--- src/rtl/rbnt_pkg.sv ---
// Shared types and constants for the receive bitmap NACK tracker.
package rbnt_pkg;

  localparam int unsigned MAX_PACKETS = 64;

  localparam int unsigned ACTION_W = 2;
  localparam int unsigned WORD_W   = 32;
  localparam int unsigned SEQ_OUT_W = 6;
  localparam int unsigned GROUP_W  = 6;
  localparam int unsigned ECHO_CNT_W = 7;
  localparam int unsigned SPN_W    = 7;

  localparam int unsigned APB_AW = 3;
  localparam int unsigned APB_DW = 32;
  localparam logic [APB_AW-1:0] REG_SEQS_PER_NACK = 3'd0;
  localparam logic [SPN_W-1:0] SPN_RESET = 7'd16;

  localparam logic [ACTION_W-1:0] ACT_START = 2'd0;
  localparam logic [ACTION_W-1:0] ACT_DATA  = 2'd1;
  localparam logic [ACTION_W-1:0] ACT_FIN   = 2'd2;

  localparam logic KIND_ACK  = 1'b0;
  localparam logic KIND_MISS = 1'b1;

  typedef struct packed {
    logic [ACTION_W-1:0] action;
    logic [WORD_W-1:0]   seq;
    logic [WORD_W-1:0]   packet_count;
    logic [WORD_W-1:0]   round;
  } in_word_t;

  typedef struct packed {
    logic                  kind;
    logic [SEQ_OUT_W-1:0]  missing_seq;
    logic [GROUP_W-1:0]    nack_group;
    logic [WORD_W-1:0]     echo_round;
    logic [ECHO_CNT_W-1:0] echo_count;
    logic                  last;
  } out_word_t;

  // controller to datapath
  typedef struct packed {
    logic do_start;
    logic do_data;
    logic do_fin;
    logic load_ack;
    logic scan_init;
    logic scan_step;
    logic load_miss;
  } cmd_t;

  // datapath to controller
  typedef struct packed {
    logic fin_ok;
    logic all_rcvd;
    logic bit_missing;
    logic is_last;
  } status_t;

endpackage

--- src/rtl/rbnt_ctrl.sv ---
// Controller: input/output handshake and the bitmap scan sequencer.
module rbnt_ctrl (
  input  logic                               clk_i,
  input  logic                               rst_ni,
  input  logic                               in_valid_i,
  input  logic [rbnt_pkg::ACTION_W-1:0]      in_action_i,
  output logic                               in_stall_o,
  output logic                               out_valid_o,
  input  logic                               out_stall_i,
  input  rbnt_pkg::status_t                  status_i,
  output rbnt_pkg::cmd_t                     cmd_o
);

  typedef enum logic {
    ST_IDLE,
    ST_SCAN
  } state_e;

  state_e state_q;
  logic   out_valid_q;
  logic   out_free;
  logic   in_acc;

  assign out_free   = !out_valid_q || !out_stall_i;
  assign in_stall_o = (state_q == ST_SCAN) || !out_free;
  assign in_acc     = in_valid_i && !in_stall_o;

  always_comb begin
    cmd_o           = '0;
    cmd_o.do_start  = in_acc && (in_action_i == rbnt_pkg::ACT_START);
    cmd_o.do_data   = in_acc && (in_action_i == rbnt_pkg::ACT_DATA);
    cmd_o.do_fin    = in_acc && (in_action_i == rbnt_pkg::ACT_FIN) && status_i.fin_ok;
    cmd_o.load_ack  = cmd_o.do_fin && status_i.all_rcvd;
    cmd_o.scan_init = cmd_o.do_fin && !status_i.all_rcvd;
    cmd_o.scan_step = (state_q == ST_SCAN) && out_free;
    cmd_o.load_miss = cmd_o.scan_step && status_i.bit_missing;
  end

  assign out_valid_o = out_valid_q;

  always_ff @(posedge clk_i or negedge rst_ni) begin
    if (!rst_ni) begin
      state_q     <= ST_IDLE;
      out_valid_q <= 1'b0;
    end else begin
      if (cmd_o.load_ack || cmd_o.load_miss) begin
        out_valid_q <= 1'b1;
      end else if (!out_stall_i) begin
        out_valid_q <= 1'b0;
      end
      unique case (state_q)
        ST_IDLE: begin
          if (cmd_o.scan_init) begin
            state_q <= ST_SCAN;
          end
        end
        ST_SCAN: begin
          if (cmd_o.load_miss && status_i.is_last) begin
            state_q <= ST_IDLE;
          end
        end
        default: state_q <= ST_IDLE;
      endcase
    end
  end

endmodule

--- src/rtl/rbnt_dp.sv ---
// Datapath: bitmap, totals, round tracking, scan counters and output register.
module rbnt_dp #(
  parameter int unsigned MAX_PACKETS = rbnt_pkg::MAX_PACKETS
) (
  input  logic                            clk_i,
  input  logic                            rst_ni,
  input  rbnt_pkg::in_word_t              in_word_i,
  input  logic                            cfg_we_i,
  input  logic [rbnt_pkg::SPN_W-1:0]      cfg_wdata_i,
  output logic [rbnt_pkg::SPN_W-1:0]      cfg_spn_o,
  input  rbnt_pkg::cmd_t                  cmd_i,
  output rbnt_pkg::status_t               status_o,
  output rbnt_pkg::out_word_t             out_word_o
);

  localparam int unsigned CW = $clog2(MAX_PACKETS + 1);
  localparam int unsigned IW = (MAX_PACKETS > 1) ? $clog2(MAX_PACKETS) : 1;

  logic [MAX_PACKETS-1:0]           bitmap_q;
  logic [CW-1:0]                    rcv_total_q;
  logic [CW-1:0]                    exp_total_q;
  logic                             started_q;
  logic                             finished_q;
  logic [rbnt_pkg::WORD_W-1:0]      newest_q;
  logic [rbnt_pkg::WORD_W-1:0]      round_q;
  logic [rbnt_pkg::SPN_W-1:0]       spn_q;

  logic [IW-1:0]                    idx_q;
  logic [CW-1:0]                    pos_q;
  logic [CW-1:0]                    missing_q;
  logic [rbnt_pkg::GROUP_W-1:0]     grp_q;
  logic [rbnt_pkg::SPN_W-1:0]       inner_q;

  rbnt_pkg::out_word_t              out_word_q;

  logic [rbnt_pkg::SPN_W-1:0]       spn_eff;
  logic [rbnt_pkg::SPN_W-1:0]       inner_inc;
  logic [IW-1:0]                    data_idx;
  logic                             start_ok;
  logic                             data_ok;

  assign spn_eff   = (spn_q == '0) ? rbnt_pkg::SPN_W'(1) : spn_q;
  assign inner_inc = inner_q + rbnt_pkg::SPN_W'(1);
  assign data_idx  = in_word_i.seq[IW-1:0];

  assign start_ok = !started_q &&
                    (in_word_i.packet_count <= rbnt_pkg::WORD_W'(MAX_PACKETS));
  // seq below the count also keeps the index inside the bitmap
  assign data_ok  = started_q &&
                    (in_word_i.seq < rbnt_pkg::WORD_W'(exp_total_q)) &&
                    !bitmap_q[data_idx];

  assign status_o.fin_ok      = started_q && !finished_q && (in_word_i.round > newest_q);
  assign status_o.all_rcvd    = (rcv_total_q == exp_total_q);
  assign status_o.bit_missing = !bitmap_q[idx_q];
  assign status_o.is_last     = ((pos_q + CW'(1)) == missing_q);

  assign cfg_spn_o  = spn_q;
  assign out_word_o = out_word_q;

  always_ff @(posedge clk_i or negedge rst_ni) begin
    if (!rst_ni) begin
      bitmap_q    <= '0;
      rcv_total_q <= '0;
      exp_total_q <= '0;
      started_q   <= 1'b0;
      finished_q  <= 1'b0;
      newest_q    <= '0;
      spn_q       <= rbnt_pkg::SPN_RESET;
    end else begin
      if (cfg_we_i) begin
        spn_q <= cfg_wdata_i;
      end
      if (cmd_i.do_start && start_ok) begin
        exp_total_q <= in_word_i.packet_count[CW-1:0];
        bitmap_q    <= '0;
        rcv_total_q <= '0;
        started_q   <= 1'b1;
      end
      if (cmd_i.do_data && data_ok) begin
        bitmap_q[data_idx] <= 1'b1;
        rcv_total_q        <= rcv_total_q + CW'(1);
      end
      if (cmd_i.do_fin) begin
        newest_q <= in_word_i.round;
      end
      if (cmd_i.load_ack) begin
        finished_q <= 1'b1;
      end
    end
  end

  // scan counters and output payload
  always_ff @(posedge clk_i) begin
    if (cmd_i.scan_init) begin
      idx_q     <= '0;
      pos_q     <= '0;
      grp_q     <= '0;
      inner_q   <= '0;
      round_q   <= in_word_i.round;
      missing_q <= exp_total_q - rcv_total_q;
    end else if (cmd_i.scan_step) begin
      idx_q <= idx_q + IW'(1);
      if (cmd_i.load_miss) begin
        pos_q <= pos_q + CW'(1);
        if (inner_inc == spn_eff) begin
          inner_q <= '0;
          grp_q   <= grp_q + rbnt_pkg::GROUP_W'(1);
        end else begin
          inner_q <= inner_inc;
        end
      end
    end

    if (cmd_i.load_ack) begin
      out_word_q.kind        <= rbnt_pkg::KIND_ACK;
      out_word_q.missing_seq <= '0;
      out_word_q.nack_group  <= '0;
      out_word_q.echo_round  <= in_word_i.round;
      out_word_q.echo_count  <= rbnt_pkg::ECHO_CNT_W'(exp_total_q);
      out_word_q.last        <= 1'b1;
    end else if (cmd_i.load_miss) begin
      out_word_q.kind        <= rbnt_pkg::KIND_MISS;
      out_word_q.missing_seq <= rbnt_pkg::SEQ_OUT_W'(idx_q);
      out_word_q.nack_group  <= grp_q;
      out_word_q.echo_round  <= round_q;
      out_word_q.echo_count  <= rbnt_pkg::ECHO_CNT_W'(exp_total_q);
      out_word_q.last        <= status_o.is_last;
    end
  end

endmodule

--- src/rtl/receive_bitmap_nack_tracker.sv ---
// Top level of the receive bitmap NACK tracker.
//
// Input channel (in_valid_i / in_stall_o / in_word_i) takes start, data and fin
// words. Start and data words cause no result; start arms the tracker and clears
// the bitmap, data marks one sequence number. A fresh fin gives either one
// completion word or one word per missing sequence number on the output channel
// (out_valid_o / out_stall_i / out_word_o), each tagged with its NACK group.
// The APB port holds seqs_per_nack at byte address 0; pready is always high.
//
// Start and data words are accepted back to back unless the input is stalled.
// A completion word is registered in the cycle after its fin. A scanning fin
// reads one bitmap bit per cycle from sequence 0 up, and the input stays stalled
// until the last missing word is loaded. The scan also waits whenever the output
// register is full and stalled, and any input word is stalled while a stalled
// result is held there.
// Reset clears the bitmap, the totals and the round, and leaves the block
// unarmed with seqs_per_nack at 16. A stalled output word holds steady.
module receive_bitmap_nack_tracker #(
  parameter int unsigned MAX_PACKETS = rbnt_pkg::MAX_PACKETS
) (
  input  logic                          clk_i,
  input  logic                          rst_ni,
  input  logic                          in_valid_i,
  output logic                          in_stall_o,
  input  rbnt_pkg::in_word_t            in_word_i,
  output logic                          out_valid_o,
  input  logic                          out_stall_i,
  output rbnt_pkg::out_word_t           out_word_o,
  input  logic                          psel,
  input  logic                          penable,
  input  logic                          pwrite,
  input  logic [rbnt_pkg::APB_AW-1:0]   paddr,
  input  logic [rbnt_pkg::APB_DW-1:0]   pwdata,
  output logic [rbnt_pkg::APB_DW-1:0]   prdata,
  output logic                          pready
);

  rbnt_pkg::cmd_t               cmd;
  rbnt_pkg::status_t            status;
  logic                         cfg_hit;
  logic                         cfg_we;
  logic [rbnt_pkg::SPN_W-1:0]   cfg_spn;

  assign pready  = 1'b1;
  // registers sit on 4-byte boundaries; low address bits are ignored
  assign cfg_hit = (paddr[rbnt_pkg::APB_AW-1:2] == rbnt_pkg::REG_SEQS_PER_NACK[rbnt_pkg::APB_AW-1:2]);
  assign cfg_we  = psel && penable && pwrite && pready && cfg_hit;
  assign prdata  = cfg_hit ? rbnt_pkg::APB_DW'(cfg_spn) : '0;

  rbnt_ctrl u_ctrl (
    .clk_i       (clk_i),
    .rst_ni      (rst_ni),
    .in_valid_i  (in_valid_i),
    .in_action_i (in_word_i.action),
    .in_stall_o  (in_stall_o),
    .out_valid_o (out_valid_o),
    .out_stall_i (out_stall_i),
    .status_i    (status),
    .cmd_o       (cmd)
  );

  rbnt_dp #(
    .MAX_PACKETS (MAX_PACKETS)
  ) u_dp (
    .clk_i       (clk_i),
    .rst_ni      (rst_ni),
    .in_word_i   (in_word_i),
    .cfg_we_i    (cfg_we),
    .cfg_wdata_i (pwdata[rbnt_pkg::SPN_W-1:0]),
    .cfg_spn_o   (cfg_spn),
    .cmd_i       (cmd),
    .status_o    (status),
    .out_word_o  (out_word_o)
  );

endmodule

--- config.mk ---
export PLATFORM = sky130hd
export DESIGN_NAME = receive_bitmap_nack_tracker
export DESIGN_NICKNAME = d
export VERILOG_FILES = /design/src/rtl/rbnt_pkg.sv /design/src/rtl/rbnt_ctrl.sv /design/src/rtl/rbnt_dp.sv /design/src/rtl/receive_bitmap_nack_tracker.sv
export SDC_FILE = /design/constraint.sdc
export NUM_CORES = 1
export LEC_CHECK = 0
export ABC_CLOCK_PERIOD_IN_PS = 5400
export BUFFER_PORTS_ARGS = -buffer_cell sky130_fd_sc_hd__buf_2
export CAP_MARGIN = 20
export CORE_UTILIZATION = 30
export DETAILED_ROUTE_END_ITERATION = 10
export GPL_TIMING_DRIVEN = 0
export PLACE_DENSITY = 0.56
export SLEW_MARGIN = 20
export SYNTH_ARGS = -nofsm -noshare
export SYNTH_HDL_FRONTEND = slang
export SYNTH_SLANG_ARGS = --single-unit
--- constraint.sdc ---
create_clock -name clk_i -period 5.4 [get_ports clk_i]
set_clock_uncertainty 0.2 [all_clocks]
set_input_delay 0.54 -clock clk_i [delete_from_list [all_inputs] [get_ports clk_i]]
set_output_delay 0.54 -clock clk_i [all_outputs]
set_load 0.05 [all_outputs]
==> reports/qor.csv <==
metric;value;unit
core_area;0.0397;mm2
globalRoute.totalOverflow;0;
io_pins;228;
finished_cell_area;0.0150;mm2
drt_iter0_markers;639;
critical_path.max_fanout;28;
cts.path.max_buffers;3;
power.density;453;mW/mm2
critical-path-max-stage-delay;0.60;ns
grt_setup_unrepaired;no;
crit_chain;dlygate4sd3_1 -> buf_2 -> a21oi_1 -> and4b_1 -> o21ai_0 -> a311oi_1 -> o21ai_1 -> inv_1 -> clkbuf_1 -> buf_2 -> buf_12;
synth-async-reset-ratio;50.6;%
cell_chosen_for_the_clock_root;clkbuf_16;
remaining_drc_errors;0;
drv_cap;0;
number_of_placed_instances_taps_included;1797;
synth_cells;1071;
grt_max_degree;69;
cp_data_arrival_time;4.38;ns
grt_pass1_wl;51800;um
report.power.total;6.79;mW
placed_area;0.0138;mm2
hold_path.class;input pin to register;
crit_type;input pin to register;
clock_insertion_delay_worst_skew;0.56;ns
first_global_vias;9000;
max_freq;231;MHz
max_vdd_drop;230;uV
place.detailed.hpwl;24500;um
clock_tree_from_tritoncts;done;
timing.rr.start;u_dp.idx_q[1]$_SDFFE_PP0P_;
postCtsResizedCells;0;
synth.cell_area;0.0121;mm2
timing.final.max_slew_violations;0;
slew_headroom;31.5;%
postSynthAreaPerCell;11.3;um2
run_status;complete, no violations;
dieHeight;203;um
finalWirelength;32800;um
synth_xor_area_share;2.25;%
most_frequent_cell_on_critical_path;buf_2;
simple_gate_fraction_of_synth_area;11.7;%
clock_sinks;239;
hold_violations;0;
post_synthesis_register_bit_count;239;
timing.hold.worst.start;in_word_i[17];
dominant_combinational_cell_family_by_area_after_synthesis;compound AO/OA/AOI/OAI gates;
worst_setup_path_startpoint;out_stall_i;
max_slew.worst_pin.slew;1.01;ns
drive_gt1_share;25.7;%
antenna_found_initial;1;
finalWeightedCongestion;0.849;
finish.net_count;1515;
synthAdderAreaFrac;5.24;%
antenna_cells;0;
cts.reportedPaths.clkPinSlew;0.06;ns
worstSetupStartpointType;input pin;
drt-pass1-iter-count;7;
layout_min_cycle_time;4.32;ns
worstRegToRegCells;12;
dominantRegCellSynth;dfrtp_1;
tns;0;ns
number_of_clock_buffers_inserted_by_tritoncts;29;
start_util;30.4;%
routed_wire_length_per_instance;17.5;um
critical_path_required;5.46;ns
synth_sequential_area_ratio;51.1;%
synth_edf_count;78;
critPathSlowestCell;a21oi_1;
grtUsageTotal;15.9;%
synth_warnings;0;
min_path_cells;1;
final_min_period_over_clock_period;80.0;%
synth.mux.area_fraction;9.36;%
worst_setup_path_end_kind;register;
hold_ws;0.0234;ns
dieWidth;203;um
cts_hold_buffers;21;
yosys.cell_types.count;73;
cts_setup_buffers;0;
area.sequential;0.00617;mm2
setup_viol;0;
routed_via_density;5.02;
io_buffer_count;174;
antenna_left;0;
layout-area-overhead-vs-synth;24.1;%
via_count;9399;
synth_compound_area_share;14.8;%
filler_cell_count;3924;
placementRows;73;
clock_tree.htree_level_count;1;
multiInputGateArea;0.00535;mm2
dieArea;0.0411;mm2
count_of_placed_standard_cells_in_the_final_layout_fillers_left_out;1873;
total_leakage_power;6.37;nW
[flip-flops by register name (all words and copies together) (netlist names)]
signal	count
u_dp.bitmap_q	64
u_dp.out_word_o	53
u_dp.newest_q	32
u_dp.round_q	32
u_dp.cfg_spn_o	7
u_dp.exp_total_q	7
u_dp.inner_q	7
u_dp.missing_q	7
u_dp.pos_q	7
u_dp.rcv_total_q	7
u_dp.grp_q	6
u_dp.idx_q	6
u_ctrl.out_valid_o	1
u_ctrl.state_q	1
u_dp.finished_q	1
u_dp.started_q	1
[placed cells by master (no fill, tap or decap), types with 20 or more instances in the layout]
cell and count:
buf_2 190, dfrtp_1 120, nand2_1 91, edfxtp_1 78, a22o_1 77, inv_1 61
o21ai_0 52, mux2_2 52, ha_1 49, dfxtp_1 40, a21oi_1 37, clkbuf_1 37
nor2_1 32, clkbuf_16 29, buf_4 27, conb_1 26, nand3_1 24, mux2i_1 23
dlygate4sd3_1 22, o31ai_1 20
[stage by stage]
step           util [%]  setup slack (ns)
4_1_cts            37.7             0.967
3_5_place_dp       34.7             0.931
5_1_grt            37.7             0.719
2_1_floorplan         -              1.12
3_3_place_gp       34.5            -0.438
6_report           37.7              1.08
[Yosys cell counts, types with 7 or more instances]
cell type	number	area share (%)
or3_1	7	0.36
edfxtp_1	78	19
dfxtp_1	40	6.6
nand4_1	17	0.88
mux2i_1	23	1.9
a22o_1	77	5.6
nor3_1	16	0.66
nand2_1	91	2.8
xor2_1	12	0.87
nor2b_1	19	0.98
xnor2_1	19	1.4
dfrtp_1	120	25
and3_1	8	0.41
mux4_2	14	2.6
buf_2	16	0.66
inv_1	62	1.9
buf_4	27	1.7
clkbuf_1	31	0.96
nor2_1	32	0.99
mux2_2	52	4.8
a221oi_1	11	0.80
ha_1	49	5.1
or4_1	8	0.50
o31ai_1	20	1.2
nand4b_1	7	0.51
nor4_1	12	0.62
o211ai_1	10	0.62
o21ai_0	52	2.2
nand3_1	24	0.99
a21oi_1	37	1.5
[logic make-up after synthesis]
group | Yosys count
compound gates | 250
xor+xnor | 31
fa+ha+maj | 50
buf+inv | 140
flops | 239
mux | 89
other cells | 2
simple gates | 270
[final cells by class]
cell class / count / share of cell area, %
tap: 525 / 4.38
inverter: 62 / 1.55
sequential: 239 / 41.2
timing repair buffer: 199 / 7.80
buffer: 78 / 2.82
multi-input combinational: 716 / 35.7
clock buffer: 38 / 5.27
clock inverter: 16 / 1.31
[final timing paths]
check | slack, ns | endpoint
worst max-delay path | 1.08 | u_dp.round_q[27]$_DFFE_PP_
worst min-delay path | 0.02 | u_dp.round_q[17]$_DFFE_PP_
worst max register to register | 1.23 | u_dp.out_word_o[18]$_DFFE_PP_
worst min register to register | 0.26 | u_dp.out_word_o[51]$_SDFFE_PP0P_
max in group asynchronous | 3.97 | u_dp.newest_q[13]$_DFFE_PN0P_
min in group asynchronous | 0.34 | u_dp.exp_total_q[0]$_DFFE_PN0P_
[worst max-delay path, delay by kind of cell]
family	cells	cell delay, ns
and+or+nand+nor	1	0.41
AOI/OAI and AO/OA	4	1.35
buffers and inverters	6	2.06
[metal layers]
metal | wire length, um | part of all wire, % | global-route usage, % | vias to the layer above
met1 | 15300 | 47 | 22.4 | 4580
met2 | 14600 | 45 | 24.7 | 292
met4 | 927 | 2.8 | 4.97 | 2
met3 | 1880 | 5.7 | 3.13 | 60
met5 | 13 | 0.040 | 0 | -
li1 | - | - | - | 4465
[power by group]
part           leakage (nW)  switching [mW]  internal (mW)
Clock                 0.481           0.775           1.22
Combinational          3.17            1.67          0.698
Sequential             2.72           0.171           2.25
Power figures use the tool's default switching activity.
